<file path="src/rtl/cbse_pkg.sv">
package cbse_pkg;

    localparam int NUM_COEFFS = 256;
    localparam int COEFF_AW   = $clog2(NUM_COEFFS);
    localparam int BANKS      = 4;
    localparam int BANK_SEL_W = $clog2(BANKS);
    localparam int BANK_DEPTH = NUM_COEFFS / BANKS;
    localparam int DIV_STEPS  = 24;

    localparam logic OP_LOAD = 1'b0;
    localparam logic OP_EVAL = 1'b1;

    localparam logic [1:0] CFG_NODE_ORIGIN  = 2'd0;
    localparam logic [1:0] CFG_NODE_SPACING = 2'd1;
    localparam logic [1:0] CFG_COEFF_COUNT  = 2'd2;

    typedef logic [31:0] t_coeff;
    typedef t_coeff [BANKS-1:0] t_bank_data;

    // weight order: cube(g), B(g), B(f), cube(f)
    typedef logic [30:0] t_weight;
    typedef t_weight [BANKS-1:0] t_weight_set;

    typedef struct packed {
        logic                op;
        logic [COEFF_AW-1:0] idx;
        t_coeff              cval;
        logic                err;
    } t_tag;

endpackage

</file>
<file path="src/rtl/cbse_div.sv">
module cbse_div import cbse_pkg::*; (
    input  logic                  i_clk,
    input  logic                  i_rst_n,
    input  logic                  i_en,
    input  logic                  i_valid,
    input  t_tag                  i_tag,
    input  logic signed [32:0]    i_d,
    input  logic [30:0]           i_spacing,
    output logic                  o_valid,
    output t_tag                  o_tag,
    output logic [DIV_STEPS-1:0]  o_q
);

    logic [DIV_STEPS-1:0] r_valid;
    t_tag                 r_tag  [DIV_STEPS];
    logic [31:0]          r_rem  [DIV_STEPS];
    logic [DIV_STEPS-1:0] r_tail [DIV_STEPS];
    logic [DIV_STEPS-1:0] r_q    [DIV_STEPS];

    t_tag                 n_tag  [DIV_STEPS];
    logic [31:0]          n_rem  [DIV_STEPS];
    logic [DIV_STEPS-1:0] n_tail [DIV_STEPS];
    logic [DIV_STEPS-1:0] n_q    [DIV_STEPS];

    t_tag                 s_tag  [DIV_STEPS];
    logic [31:0]          s_rem  [DIV_STEPS];
    logic [DIV_STEPS-1:0] s_tail [DIV_STEPS];
    logic [DIV_STEPS-1:0] s_q    [DIV_STEPS];
    logic [31:0]          trial  [DIV_STEPS];

    t_tag in_tag;
    logic bad;

    // quotient must stay below 2^24: d < spacing * 2^8
    assign bad = (i_spacing == 31'd0) || i_d[32] || (i_d == 33'sd0)
              || ({7'b0, i_d[31:0]} >= {i_spacing, 8'h00});

    always_comb begin
        in_tag     = i_tag;
        in_tag.err = (i_tag.op == OP_EVAL) && bad;
    end

    always_comb begin
        for (int k = 0; k < DIV_STEPS; k++) begin
            if (k == 0) begin
                s_tag[k]  = in_tag;
                s_rem[k]  = {8'h00, i_d[31:8]};
                s_tail[k] = {i_d[7:0], 16'h0000};
                s_q[k]    = '0;
            end else begin
                s_tag[k]  = r_tag[k-1];
                s_rem[k]  = r_rem[k-1];
                s_tail[k] = r_tail[k-1];
                s_q[k]    = r_q[k-1];
            end
            trial[k]  = {s_rem[k][30:0], s_tail[k][DIV_STEPS-1]};
            n_tag[k]  = s_tag[k];
            n_tail[k] = {s_tail[k][DIV_STEPS-2:0], 1'b0};
            if (trial[k] >= {1'b0, i_spacing}) begin
                n_rem[k] = trial[k] - {1'b0, i_spacing};
                n_q[k]   = {s_q[k][DIV_STEPS-2:0], 1'b1};
            end else begin
                n_rem[k] = trial[k];
                n_q[k]   = {s_q[k][DIV_STEPS-2:0], 1'b0};
            end
        end
    end

    always_ff @(posedge i_clk) begin
        if (!i_rst_n) begin
            r_valid <= '0;
        end else if (i_en) begin
            r_valid <= {r_valid[DIV_STEPS-2:0], i_valid};
        end
    end

    always_ff @(posedge i_clk) begin
        if (i_en) begin
            for (int k = 0; k < DIV_STEPS; k++) begin
                r_tag[k]  <= n_tag[k];
                r_rem[k]  <= n_rem[k];
                r_tail[k] <= n_tail[k];
                r_q[k]    <= n_q[k];
            end
        end
    end

    assign o_valid = r_valid[DIV_STEPS-1];
    assign o_tag   = r_tag[DIV_STEPS-1];
    assign o_q     = r_q[DIV_STEPS-1];

endmodule

</file>
<file path="config.mk">
export PLATFORM = sky130hd
export DESIGN_NAME = cbse_div
export DESIGN_NICKNAME = d
export VERILOG_FILES = /design/src/rtl/cbse_pkg.sv /design/src/rtl/cbse_div.sv
export SDC_FILE = /design/constraint.sdc
export NUM_CORES = 2
export LEC_CHECK = 0
export BUFFER_PORTS_ARGS = -buffer_cell sky130_fd_sc_hd__buf_2
export CAP_MARGIN = 10
export CORE_ASPECT_RATIO = 2
export CORE_MARGIN = 4
export CORE_UTILIZATION = 57
export CTS_CLUSTER_DIAMETER = 30
export CTS_CLUSTER_SIZE = 10
export DETAILED_ROUTE_END_ITERATION = 10
export PLACE_DENSITY = 0.73
export SLEW_MARGIN = 30
export SYNTH_ARGS = -nofsm -noshare
export SYNTH_HDL_FRONTEND = slang
export SYNTH_SLANG_ARGS = --single-unit
export TNS_END_PERCENT = 5
</file>
<file path="constraint.sdc">
create_clock -name i_clk -period 8.73 [get_ports i_clk]
set_input_delay 1.746 -clock i_clk [delete_from_list [all_inputs] [get_ports i_clk]]
set_output_delay 1.746 -clock i_clk [all_outputs]
set_load 0.005 [all_outputs]
</file>
# After elaboration in Yosys (flattened, before gate mapping)
# Memories as Yosys holds them, arrays and structs flattened.
# Index checks and enable logic that the tools add are counted.
# word_totals
regBits,24
ram_bits,2904
mem_count,4
# memory_table
name,depth,word_bits,read_ports,rd_ports_with_merged_regs,write_ports,line_no,source
r_tag,24,42,24,0,24,cbse_div.sv:15,t_tag r_tag [DIV_STEPS];
r_rem,24,32,23,0,24,cbse_div.sv:16,logic [31:0] r_rem [DIV_STEPS];
r_q,24,24,24,0,24,cbse_div.sv:18,logic [DIV_STEPS-1:0] r_q [DIV_STEPS];
r_tail,24,23,23,0,24,cbse_div.sv:17,logic [DIV_STEPS-1:0] r_tail [DIV_STEPS];
# classes
addsub,24
n_lt_le_gt_ge,25
reduce_logical,6
muxes,50
# ops
cell,n
32-bit 2-to-1 mux,24
32-bit by 31-bit >= comparator with 1-bit output,23
32-bit by 31-bit subtractor with 32-bit output,23
32-bit by 39-bit >= comparator with 1-bit output,1
33-bit logical NOT,1
25-bit by 31-bit subtractor with 32-bit output,1
25-bit by 31-bit >= comparator with 1-bit output,1
31-bit logical NOT,1
1-bit 2-to-1 mux,26
1-bit logical OR,3
1-bit logical AND,1

# Depth between registers and ports, before layout
# depth
depth_word,5
mapped_depth,17
mapped_depth_nobuf,13

# Least setup slack after synthesis
# Ideal clock, no wire load.
# synth_timing
path_type,in2reg
from,input i_spacing[0]
to,memory r_rem[12][26] (netlist: r_rem[1][154]) (data pin)
t_required_ps,8472
arrival_ps,6105
path_stages,14
path_slack_ps,2367
path_cell_list,buf_2 -> clkbuf_1 -> inv_1 -> clkbuf_1 -> fa_1 -> a211oi_1 -> nor2_1 -> o221ai_1 -> o31a_1 -> o31ai_1 -> a221o_1 -> a21oi_1 -> or3_1 -> o221a_2
# synth_lines
element,line_no,source
"start, declared",cbse_div.sv:8,"input logic [30:0] i_spacing,"
"end, declared",cbse_div.sv:16,

==> results.md <==
* TritonRoute pass-1 iters at 8
* Aggregate global-route resource usage at 0.3088
* CTS resizes at 0
* Setup bufs post-CTS at 0
* Chip width at 315.9 um
* # Max-Cap Violations at 0
* First-pass GRT wire length at 456.2 mm
* DR WL/cell at 25.94 um
* WP data required at 9.30 ns
* Crit path time final at 6.116 ns
* Initial Util at 0.5745
* Syn avg cell area at 12.23 um^2
* DP HPWL at 216.3 mm
* Number of global-route vias before repair at 78,900
* Initial antenna violation count at 14
* Post-route ant nets at 0
* Area growth syn-to-layout at 12.78%
* Nets at 10,120
* Final worst-path cycle share at 0.7005
* Largest net degree at the start of global routing at 177
* # IOs at 177
* CTS root buf: clkbuf_16
* Cell leakage power at 47.46 nW
* Critical path type: input pin to register
* Vias per inst at 6.297
* Final worst slack at 2.614 ns
* Outcome: complete, no violations
* Vias at 74,840
* FF+latch count, synth at 2,073
* Total CTS buffers at 315
* Skew-Pair Late Insertion Delay at 0.85 ns
* Top FF cell, synth: edfxtp_1
* RSZ-0062 raised after global routing: false
* Post-Syn Area at 108,000 um^2
* Post-route cell area at 121,900 um^2
* Register Area at 62,010 um^2
* Final total power at 46.73 mW
* Post-synth EDFFs at 2,049
* Area occupied by multi-input gates at 44,270 um^2
* Fill cells at 14,160
* Seq/Total Area, Yosys at 0.5739
* Placed cell area at 112,400 um^2
* Crit path DAT at 6.69 ns
* Peak VDD IR at 0.2123 mV
* Total gr overflow at 0
* Startpoint Class: input pin
* Slew @ Worst Pin at 1.205 ns
* Crit. End Element: register
* Hold Buf Count CTS at 0
* Clock transition at the registers of the reported paths at 0.05 ns
* Final Hold Fails at 0
* Power Dens Cells at 383.5 nW/um^2
* # H-tree levels at 5
* Remaining DRCs at 0
* Max Transition Viols Final at 0
* CTS tree: built
* Setup Slack @ Placement at 1.931 ns
* Largest buffer count on any clock path at 4
* Setup Skew at 0.06490 ns
* Rows at 225
* HP Class: register to register
* Vert. Die Dim at 623.7 um
* Setup TNS at 0 ns
* Synth cell types at 101
* Layout cells sized above 1 at 0.1094
* Final setup violation count at 0
* RD Place Congestion at 1.016
* Final core occ at 0.6480
* CTS sink count at 2,073
* First DRT Iteration DRCs at 5,198
* Slew HR at 0.1883
* Yosys warns at 0
* Syn nets at 9,728
* Ys async rst share at 0
* Cells after Synth at 8,834
* FMAX at 163.5 MHz
* Full die area at 197,000 um^2
* Total Routed Length at 308.3 mm
* Core area at 188,100 um^2
* Crit path max fanout at 22
* I/O Buffers at 175
-- state kept, by name, indices dropped and copies added, names as in the netlist --
| name | flops |
|---|---|
| r_q | 300 |
| r_rem | 713 |
| r_tag | 1008 |
| r_tail | 28 |
| r_valid | 24 |
-- synthesized netlist by cell type, types with 24 or more instances --
cell / number / area share
nand2b_1: 88 / 0.0051
mux2_2: 169 / 0.018
and3_1: 78 / 0.0045
inv_1: 219 / 0.0076
nand3_1: 136 / 0.0063
nor4_1: 36 / 0.0021
nor3_1: 128 / 0.0059
a31oi_1: 89 / 0.0052
dfxtp_1: 24 / 0.0044
or3_1: 46 / 0.0027
mux2i_1: 39 / 0.0036
mux2_4: 27 / 0.0038
xor2_1: 248 / 0.020
o21a_1: 96 / 0.0067
a21boi_0: 28 / 0.0019
o31ai_1: 67 / 0.0047
edfxtp_1: 2049 / 0.57
clkbuf_1: 169 / 0.0059
o211ai_1: 56 / 0.0039
a21o_1: 432 / 0.030
and2_1: 52 / 0.0030
xnor2_1: 318 / 0.026
buf_2: 28 / 0.0013
o21bai_1: 83 / 0.0058
a211oi_1: 69 / 0.0048
o31a_1: 33 / 0.0027
a21oi_1: 732 / 0.034
o21ai_0: 600 / 0.028
nand4_1: 106 / 0.0061
nor2b_1: 106 / 0.0061
nand2_1: 709 / 0.025
a211o_1: 26 / 0.0021
ha_1: 761 / 0.088
nor2_1: 546 / 0.019
-- power breakdown --
group	leakage (nW)	internal, mW	switching (mW)
sequential	20.2	14.2	1.34
combinational	22.7	7.90	11.7
clock	4.56	7.10	4.43
-- final cells by class --
class,count,share of cell area
diodes,8,0.0001643
repair buffers,315,0.01807
multi-input cells,6303,0.3633
clock buffers,348,0.06692
flip-flops and latches,2073,0.5089
inverters,222,0.006839
well taps,2497,0.02564
clock inverters,118,0.01017
-- worst paths after layout --
kind / from / to / slack [ns] / cells past startpoint
setup reg to reg: r_tail[0][68]$_DFFE_PP_ / r_rem[0][123]$_DFFE_PP_ / 3.83 / 12
hold reg to reg: r_tag[2][54]$_DFFE_PP_ / r_tag[2][96]$_DFFE_PP_ / 0.38 / 0
setup / recovery: i_spacing[0] / r_rem[1][62]$_DFFE_PP_ / 2.61 / 12
hold / removal: r_tag[2][54]$_DFFE_PP_ / r_tag[2][96]$_DFFE_PP_ / 0.38 / 0
-- per-stage QoR --
stage                     hold slack, ns  cells
after floorplan                   0.4003   8834
after global placement            0.4001  11410
after detailed placement          0.4045  11410
after CTS                         0.3608  11880
after global routing              0.3693  11880
final                             0.3761  11880
-- cells in the final DEF (no fill, tap or decap), types with 28 or more instances in the layout --
cell	count
inv_1	215
xor2_1	248
o31ai_1	66
buf_4	119
nor3_1	125
nand3_1	136
nor2b_1	106
a211oi_1	67
or3_1	46
and2_1	51
o31a_1	32
mux2_2	169
xnor2_1	318
clkbuf_16	321
o21a_1	96
nand2_1	708
edfxtp_1	2049
mux2i_1	39
o211ai_1	56
buf_2	174
nor2_1	545
o21ai_0	599
a21o_1	431
nand4_1	106
a21oi_1	732
nand2b_1	88
a31oi_1	89
ha_1	761
nor4_1	35
a21boi_0	28
and3_1	78
o21bai_1	83
-- layer usage --
layer  up-vias  part of all wire  GRT usage
li1      34590                 -          -
met1     36230              0.30     0.2680
met2      2640              0.54     0.5882
met3      1371             0.045    0.04919
met4         6              0.11     0.2833
met5         -           0.00013          0
-- critical path, cell delays in order --
cell	delay, ns
buf_2	0.33
inv_2	0.42
fa_1	0.61
a211oi_1	0.42
o211ai_1	0.20
o211a_1	0.26
a211o_1	0.37
a221oi_1	0.57
o21ai_0	0.57
a2111oi_1	0.85
or4b_2	0.24
nand3_1	0.07
-- cells by family (layout without fill, tap and decap cells) --
group | after synthesis | count (layout) | share of synthesized area
other cells | 0 | 8 | 0
fa+ha+maj | 784 | 784 | 0.09239
flops | 2073 | 2073 | 0.5739
buf+inv | 458 | 1003 | 0.01725
mux | 236 | 236 | 0.02508
simple gates | 2147 | 2147 | 0.09419
compound gates | 2570 | 2570 | 0.1513
xor+xnor | 566 | 566 | 0.04588
(Power assumes the default switching activity.)
